<file path="src/sv/ltg_pkg.sv">
// ----------------------------------------------------------------------------
// ltg_pkg
// Shared types and constants for the load throttle governor.
// ----------------------------------------------------------------------------
package ltg_pkg;

  localparam int HIST_DEPTH_DEF = 16;

  localparam int LOAD_W  = 10;
  localparam int MEM_W   = 16;
  localparam int PHASE_W = 8;
  localparam int THR_W   = 9;

  localparam logic [MEM_W-1:0] HW_RESET = MEM_W'(768);

  // q1.8 throttle levels
  localparam logic [THR_W-1:0] Q_TENTH = THR_W'(26);
  localparam logic [THR_W-1:0] Q_03    = THR_W'(77);
  localparam logic [THR_W-1:0] Q_06    = THR_W'(154);
  localparam logic [THR_W-1:0] Q_085   = THR_W'(218);
  localparam logic [THR_W-1:0] Q_ONE   = THR_W'(256);

  // load thresholds in tenths of a percent
  localparam logic [LOAD_W-1:0] LOAD_LVL4 = LOAD_W'(900);
  localparam logic [LOAD_W-1:0] LOAD_LVL3 = LOAD_W'(800);
  localparam logic [LOAD_W-1:0] LOAD_LVL2 = LOAD_W'(700);
  localparam logic [LOAD_W-1:0] LOAD_LVL1 = LOAD_W'(500);

  localparam logic [PHASE_W-1:0] SLEEP_LEVEL = PHASE_W'(77);

  // 85% mark as 20*used >= 17*hw
  localparam int MARK_W = MEM_W + 5;
  localparam logic [MARK_W-1:0] MARK_USED_MUL = MARK_W'(20);
  localparam logic [MARK_W-1:0] MARK_HW_MUL   = MARK_W'(17);

  typedef struct packed {
    logic [LOAD_W-1:0]  load_sample;
    logic [MEM_W-1:0]   mem_used;
    logic [PHASE_W-1:0] day_phase;
  } in_item_t;

  typedef struct packed {
    logic [THR_W-1:0]  combined_throttle;
    logic [THR_W-1:0]  load_throttle;
    logic [THR_W-1:0]  memory_throttle;
    logic [THR_W-1:0]  train_brake;
    logic [LOAD_W-1:0] load_average;
  } out_item_t;

endpackage

</file>
<file path="src/sv/ltg_ring.sv">
// ----------------------------------------------------------------------------
// ltg_ring
// Sample history memory with running sum and nonzero count of its entries.
// ----------------------------------------------------------------------------
module ltg_ring
  import ltg_pkg::*;
#(
  parameter int HISTORY_DEPTH = HIST_DEPTH_DEF,
  parameter int SLOT_W        = $clog2(HISTORY_DEPTH),
  parameter int CNT_W         = $clog2(HISTORY_DEPTH + 1),
  parameter int SUM_W         = LOAD_W + CNT_W
) (
  input  logic              clk,
  input  logic              rst_n,
  input  logic              start,
  input  logic [LOAD_W-1:0] sample,
  output logic              done,
  output logic [SUM_W-1:0]  sum,
  output logic [CNT_W-1:0]  cnt
);

  logic [LOAD_W-1:0] mem [HISTORY_DEPTH];
  logic [LOAD_W-1:0] rd_data_r;
  logic [LOAD_W-1:0] smp_r;
  logic [SLOT_W-1:0] slot_r, slot_nxt;
  logic              full_r, full_nxt;
  logic              pend_r;
  logic              done_r;
  logic [SUM_W-1:0]  sum_r, sum_nxt;
  logic [CNT_W-1:0]  cnt_r, cnt_nxt;
  logic [LOAD_W-1:0] old_val;
  logic              wrap;

  // entry at the write slot holds data only once the ring has wrapped
  assign old_val = full_r ? rd_data_r : '0;
  assign wrap    = (slot_r == SLOT_W'(HISTORY_DEPTH - 1));

  always_comb begin
    slot_nxt = wrap ? '0 : slot_r + SLOT_W'(1);
    full_nxt = full_r | wrap;
    sum_nxt  = sum_r - SUM_W'(old_val) + SUM_W'(smp_r);
    cnt_nxt  = cnt_r - CNT_W'(old_val != '0) + CNT_W'(smp_r != '0);
  end

  always_ff @(posedge clk) begin
    if (start) begin
      rd_data_r <= mem[slot_r];
      smp_r     <= sample;
    end
    if (pend_r) begin
      mem[slot_r] <= smp_r;
    end
  end

  always_ff @(posedge clk) begin
    if (!rst_n) begin
      slot_r <= '0;
      full_r <= 1'b0;
      pend_r <= 1'b0;
      done_r <= 1'b0;
      sum_r  <= '0;
      cnt_r  <= '0;
    end else begin
      pend_r <= start;
      done_r <= pend_r;
      if (pend_r) begin
        slot_r <= slot_nxt;
        full_r <= full_nxt;
        sum_r  <= sum_nxt;
        cnt_r  <= cnt_nxt;
      end
    end
  end

  assign done = done_r;
  assign sum  = sum_r;
  assign cnt  = cnt_r;

endmodule

</file>
<file path="src/sv/ltg_div.sv">
// ----------------------------------------------------------------------------
// ltg_div
// Radix-2 restoring divider, one quotient bit per cycle.
// ----------------------------------------------------------------------------
module ltg_div
  import ltg_pkg::*;
#(
  parameter int SUM_W = 14,
  parameter int CNT_W = 5
) (
  input  logic             clk,
  input  logic             rst_n,
  input  logic             start,
  input  logic [SUM_W-1:0] dividend,
  input  logic [CNT_W-1:0] divisor,
  output logic             done,
  output logic [SUM_W-1:0] quotient
);

  localparam int STEP_W = $clog2(SUM_W + 1);

  logic [SUM_W-1:0]  dvd_r;
  logic [CNT_W-1:0]  div_r;
  logic [CNT_W-1:0]  rem_r;
  logic [STEP_W-1:0] step_r;
  logic              busy_r;
  logic              done_r;
  logic [CNT_W:0]    trial;
  logic [CNT_W:0]    diff;
  logic              ge;

  assign trial = {rem_r, dvd_r[SUM_W-1]};
  assign diff  = trial - {1'b0, div_r};
  assign ge    = (trial >= {1'b0, div_r});

  always_ff @(posedge clk) begin
    if (start) begin
      dvd_r <= dividend;
      div_r <= divisor;
      rem_r <= '0;
    end else if (busy_r) begin
      rem_r <= ge ? diff[CNT_W-1:0] : trial[CNT_W-1:0];
      dvd_r <= {dvd_r[SUM_W-2:0], ge};
    end
  end

  always_ff @(posedge clk) begin
    if (!rst_n) begin
      busy_r <= 1'b0;
      done_r <= 1'b0;
      step_r <= '0;
    end else begin
      done_r <= 1'b0;
      if (start) begin
        busy_r <= 1'b1;
        step_r <= STEP_W'(SUM_W);
      end else if (busy_r) begin
        step_r <= step_r - STEP_W'(1);
        if (step_r == STEP_W'(1)) begin
          busy_r <= 1'b0;
          done_r <= 1'b1;
        end
      end
    end
  end

  assign done     = done_r;
  assign quotient = dvd_r;

endmodule

</file>
<file path="src/sv/ltg_level.sv">
// ----------------------------------------------------------------------------
// ltg_level
// Maps average load, memory use and day phase to the throttle item.
// ----------------------------------------------------------------------------
module ltg_level
  import ltg_pkg::*;
(
  input  logic [LOAD_W-1:0]  avg,
  input  logic [MEM_W-1:0]   mem_used,
  input  logic [MEM_W-1:0]   high_water,
  input  logic [PHASE_W-1:0] day_phase,
  output out_item_t          result
);

  logic [THR_W-1:0]  lt_raw, mt, brake_raw, lt, brake, combined;
  logic [MARK_W-1:0] used_x, hw_x;
  logic [15:0]       brake_prod;
  logic              sleep;

  always_comb begin
    if (avg > LOAD_LVL4) begin
      lt_raw = Q_TENTH;
    end else if (avg > LOAD_LVL3) begin
      lt_raw = Q_03;
    end else if (avg > LOAD_LVL2) begin
      lt_raw = Q_06;
    end else if (avg > LOAD_LVL1) begin
      lt_raw = Q_085;
    end else begin
      lt_raw = Q_ONE;
    end

    used_x = MARK_W'(mem_used) * MARK_USED_MUL;
    hw_x   = MARK_W'(high_water) * MARK_HW_MUL;
    if (mem_used >= high_water) begin
      mt = Q_03;
    end else if (used_x >= hw_x) begin
      mt = Q_06;
    end else begin
      mt = Q_ONE;
    end

    brake_raw  = (lt_raw < mt) ? lt_raw : mt;
    sleep      = (day_phase < SLEEP_LEVEL);
    brake_prod = 16'(brake_raw) * 16'(Q_03) + 16'd128;

    lt       = sleep ? (lt_raw >> 1) : lt_raw;
    brake    = sleep ? THR_W'(brake_prod[15:8]) : brake_raw;
    combined = (lt < mt) ? lt : mt;

    result.combined_throttle = combined;
    result.load_throttle     = lt;
    result.memory_throttle   = mt;
    result.train_brake       = brake;
    result.load_average      = avg;
  end

endmodule

</file>
<file path="src/sv/load_throttle_governor.sv">
// ----------------------------------------------------------------------------
// load_throttle_governor
// Load and memory throttle governor over a ring of recent load samples.
// ----------------------------------------------------------------------------
// One item is processed at a time. An accepted item passes through the
// read-modify-write of the sample memory and its running sum, the bit-serial
// divider that forms the average over SUM_W = 10 + clog2(HISTORY_DEPTH + 1)
// quotient bits (15 at the default depth of 16), the hand-on of the quotient
// and the level mapping into the output register, which waits while an
// earlier result there is not yet taken. in_ready drops after each accepted
// item and rises again once its result is in the output register; a result
// not yet taken does not hold off the acceptance of the next input item.
// Sample history starts empty after reset with no clearing pass. The
// high-water mark may be written whenever the block is idle.
// ----------------------------------------------------------------------------
module load_throttle_governor
  import ltg_pkg::*;
#(
  parameter int HISTORY_DEPTH = HIST_DEPTH_DEF
) (
  input  logic             clk,
  input  logic             rst_n,
  input  logic             in_valid,
  output logic             in_ready,
  input  in_item_t         in_item,
  output logic             out_valid,
  input  logic             out_ready,
  output out_item_t        out_item,
  input  logic             cfg_wr_en,
  input  logic [MEM_W-1:0] cfg_wr_data
);

  localparam int CNT_W = $clog2(HISTORY_DEPTH + 1);
  localparam int SUM_W = LOAD_W + CNT_W;

  typedef enum logic [1:0] {S_IDLE, S_RING, S_DIV, S_OUT} state_t;

  state_t             state_r;
  logic               out_valid_r;
  out_item_t          out_item_r;
  logic [MEM_W-1:0]   hw_r;
  logic [MEM_W-1:0]   used_r;
  logic [PHASE_W-1:0] phase_r;

  logic               accept;
  logic               ring_done;
  logic [SUM_W-1:0]   ring_sum;
  logic [CNT_W-1:0]   ring_cnt;
  logic               div_done;
  logic [SUM_W-1:0]   div_q;
  logic [LOAD_W-1:0]  avg;
  out_item_t          level_res;

  assign in_ready = (state_r == S_IDLE);
  assign accept   = in_valid && in_ready;
  assign avg      = (ring_cnt == '0) ? '0 : div_q[LOAD_W-1:0];

  ltg_ring #(
    .HISTORY_DEPTH (HISTORY_DEPTH)
  ) u_ring (
    .clk    (clk),
    .rst_n  (rst_n),
    .start  (accept),
    .sample (in_item.load_sample),
    .done   (ring_done),
    .sum    (ring_sum),
    .cnt    (ring_cnt)
  );

  ltg_div #(
    .SUM_W (SUM_W),
    .CNT_W (CNT_W)
  ) u_div (
    .clk      (clk),
    .rst_n    (rst_n),
    .start    (ring_done),
    .dividend (ring_sum),
    .divisor  (ring_cnt),
    .done     (div_done),
    .quotient (div_q)
  );

  ltg_level u_level (
    .avg        (avg),
    .mem_used   (used_r),
    .high_water (hw_r),
    .day_phase  (phase_r),
    .result     (level_res)
  );

  always_ff @(posedge clk) begin
    if (!rst_n) begin
      hw_r <= HW_RESET;
    end else if (cfg_wr_en) begin
      hw_r <= cfg_wr_data;
    end
  end

  always_ff @(posedge clk) begin
    if (accept) begin
      used_r  <= in_item.mem_used;
      phase_r <= in_item.day_phase;
    end
  end

  always_ff @(posedge clk) begin
    if (!rst_n) begin
      state_r     <= S_IDLE;
      out_valid_r <= 1'b0;
    end else begin
      if (out_valid_r && out_ready && state_r != S_OUT) begin
        out_valid_r <= 1'b0;
      end
      unique case (state_r)
        S_IDLE: begin
          if (accept) begin
            state_r <= S_RING;
          end
        end
        S_RING: begin
          if (ring_done) begin
            state_r <= S_DIV;
          end
        end
        S_DIV: begin
          if (div_done) begin
            state_r <= S_OUT;
          end
        end
        S_OUT: begin
          if (!out_valid_r || out_ready) begin
            out_item_r  <= level_res;
            out_valid_r <= 1'b1;
            state_r     <= S_IDLE;
          end
        end
        default: begin
          state_r <= S_IDLE;
        end
      endcase
    end
  end

  assign out_valid = out_valid_r;
  assign out_item  = out_item_r;

endmodule

</file>
<file path="config.mk">
export PLATFORM = sky130hd
export DESIGN_NAME = load_throttle_governor
export DESIGN_NICKNAME = d
export VERILOG_FILES = /design/src/sv/ltg_pkg.sv /design/src/sv/ltg_ring.sv /design/src/sv/ltg_div.sv /design/src/sv/ltg_level.sv /design/src/sv/load_throttle_governor.sv
export SDC_FILE = /design/constraint.sdc
export NUM_CORES = 1
export LEC_CHECK = 0
export BUFFER_PORTS_ARGS = -buffer_cell sky130_fd_sc_hd__buf_4
export CAP_MARGIN = 10
export CORE_ASPECT_RATIO = 1.25
export CORE_UTILIZATION = 60
export DETAILED_ROUTE_END_ITERATION = 8
export MAX_ROUTING_LAYER = met4
export PLACE_DENSITY = 0.87
export SKIP_LAST_GASP = 1
export SYNTH_ARGS = -nofsm -noshare
export SYNTH_HDL_FRONTEND = slang
export SYNTH_SLANG_ARGS = --single-unit
</file>
<file path="constraint.sdc">
create_clock -name clk -period 15.64 [get_ports clk]
set_input_delay 1.564 -clock clk [delete_from_list [all_inputs] [get_ports clk]]
set_output_delay 1.564 -clock clk [all_outputs]
set_load 0.01 [all_outputs]
</file>
==> reports/qor.txt <==
layout cells sized above 1 = 17.35%
Worst Tran Pin Value = 1.206 ns
CP max stage delay = 0.83 ns
Crit-path slowest cell = o21ai_0
Buf/Inv on CP = 4
fmax = 0.09831 GHz
Clock Skew = 0.01833 ns
Root Buffer = clkbuf_16
dpl ws = 5.589 ns
Syn Inst Count = 1318
reg2reg setup slack = 5.47 ns
Worst setup EP type = register
vias per inst = 5.903
Multi-input gate area = 0.007373 mm^2
number of synthesized flops with an enable pin = 265
asr flop ratio synth = 0%
DRT Wirelength = 36170 um
unrepaired setup endpoints after global routing = no
die width = 153.2 um
Final ANT Viol Nets = 0
register area = 0.009101 mm^2
first-pass GRT wire length = 57660 um
H-Tree Depth = 2
Post-CTS Setup Bufs = 0
CTS Buf Count = 34
worst hold margin = 0.4720 ns
# fillers = 1834
GRT Util Overall = 26.52%
register bit total from synthesis = 322
Power Dens Cells = 226.1 mW/mm^2
Die ar. = 0.02927 mm^2
Synth area leader = edfxtp_1
sequential area share after synthesis = 53.05%
dpl hpwl = 25200 um
Max Root-Sink Buffers = 3
Reg clk slew, reported paths = 0.06 ns
CTS tree = built
fin. max-slew vios = 0
Hold WC Path Type = register to register
syn nets = 1563
share of Yosys cell area claimed by the top area cell type = 46.40%
Placer Congestion = 0.9153
Tcrit/Tclk final = 65.03%
# diodes = 0
final hold violations = 0
initial core utilization = 61.64%
CP arrival = 10.44 ns
top_reg_cell synth = edfxtp_1
initial antenna violation count = 0
Worst path most repeated cell = ha_1
largest net degree at the start of global routing = 47
number of global-route vias before repair = 11000
Final setup viols = 0
min Tclk post-route = 10.17 ns
Max IR drop VDD = 0.3385 mV
CP top delay family = compound AO/OA/AOI/OAI gates
hold path depth = 0
syn_area_per_cell = 13.01 um^2
max_cap viols = 0
CP startpoint kind = register
RR Endpoint = out_item[15]
core footprint = 0.02782 mm^2
status = finished clean
P&R area growth vs syn = 12.91%
crit-path max FO = 8
I/O pin count = 103
Post-CTS Resized = 0
Leak = 7.711 nW
Synth Warn # = 0
hold endpoint = u_div.div_r[3]
hold_buf cts = 0
setup ws final = 5.469 ns
Critical R2R Launch = used_r[1]
Mapped Area = 0.01715 mm^2
Setup TNS Final = 0 ns
drt drc = 0
port bufs = 101
Netlist cell types = 70
synth top area cells = edfxtp_1 (46%), ha_1 (13%), dfxtp_1 (6.7%)
CTS Sinks = 322
Nets = 1666
Hold Path Origin = u_ring.cnt[3]
Placement Rows = 68
GRT overflow = 0
critical path class = register to register
DRT Pass-1 Iters = 4
Die Y = 191.0 um
DR iter-0 viols = 508
Worst-Skew Late Latency = 0.53 ns
R2R cell count = 38
Rel. slew slack = 19.60%
DR WL/cell = 20.13 um
via count = 10610
Req. time, crit path = 15.91 ns
cell families after synthesis:
group	Yosys count	synth area share, %
AO/OA/AOI/OAI	186	7.339
AND/OR/NAND/NOR	284	8.273
other	1	0.02187
adder cells (fa/ha/maj)	190	14.65
XOR/XNOR	50	2.553
flip-flops	322	53.05
multiplexers	108	10.10
buffers and inverters	177	4.005
cell usage after synthesis (all sizes together), types with 21 or more instances:
library cell and number:
clkbuf 24, inv 139, and2 41, o21ai 36, edfxtp 265, a21oi 51
nor3 25, xnor2 34, ha 172, mux2i 37, nand2 45, mux2 21
mux4 50, dfxtp 57, a21o 25, nor2 97
how the worst max path moves through the flow:
stage                   start      endpoint  slack, ns  depth (start not counted)
finish              used_r[1]  out_item[15]       5.47                         38
global route        used_r[1]  out_item[15]       4.70                         38
CTS                 used_r[1]  out_item[15]       5.53                         38
detailed placement  used_r[1]  out_item[15]       5.59                         38
global placement    used_r[1]  out_item[15]       5.96                         38
floorplan           used_r[1]  out_item[15]       6.70                         38
cells in the final DEF, fill, tap and decap left out, types with 34 or more instances in the layout:
master	instances
nor2_1	95
xnor2_1	34
buf_4	105
edfxtp_1	265
inv_1	137
ha_1	172
a21oi_1	51
nand2_1	45
dfxtp_1	55
clkbuf_16	35
mux2i_1	37
mux4_2	50
and2_1	40
registers in the layout, summed over array words and instances, names as in the netlist:
register,count
u_ring.slot_r,4
u_ring.pend_r,1
hw_r,16
u_ring.mem,160
u_ring.full_r,1
u_div.done,1
u_div.div_r,5
u_div.step_r,4
u_ring.sum,15
u_div.busy_r,1
u_div.rem_r,5
out_item,41
u_ring.cnt,5
phase_r,8
u_ring.done,1
state_r,2
out_valid,1
u_ring.smp_r,10
u_ring.rd_data_r,10
u_div.quotient,15
used_r,16
where the power goes:
part | leakage (nW) | total (W) | switching, W | internal, W
Combinational | 4.26 | 0.00240 | 0.00135 | 0.00104
Sequential | 2.89 | 0.00118 | 0.0000902 | 0.00109
Clock | 0.563 | 0.000804 | 0.000337 | 0.000467
cell type report:
cell class              instances  area share (%)
flip-flops and latches        322           47.00
repair buffers                105           4.071
clock inverters                14          0.7431
multi-input cells             819           38.08
inverters                     139           2.707
well taps                     350           2.262
clock buffers                  48           5.137
metal layers:
metal | routed length, um | part of all wire [%] | track usage, % | vias up
li1 | - | - | - | 5051
met1 | 13300 | 37 | 28.29 | 5144
met2 | 19440 | 54 | 48.19 | 308
met3 | 1596 | 4.4 | 3.151 | 104
met4 | 1843 | 5.1 | 14.18 | 0
met5 | 0 | 0 | - | -
through the flow:
step	total power, W	cells	instance area, um^2	utilization (%)
after global placement	0.003506	1735	18230	65.51
final	0.004378	1797	19360	69.60
after floorplan	0.003021	1318	17150	-
after detailed placement	0.003586	1735	18230	65.51
after CTS	0.004408	1797	19360	69.60
after global routing	0.004801	1797	19360	69.60
Note: power is estimated with default switching activity, not from simulation.
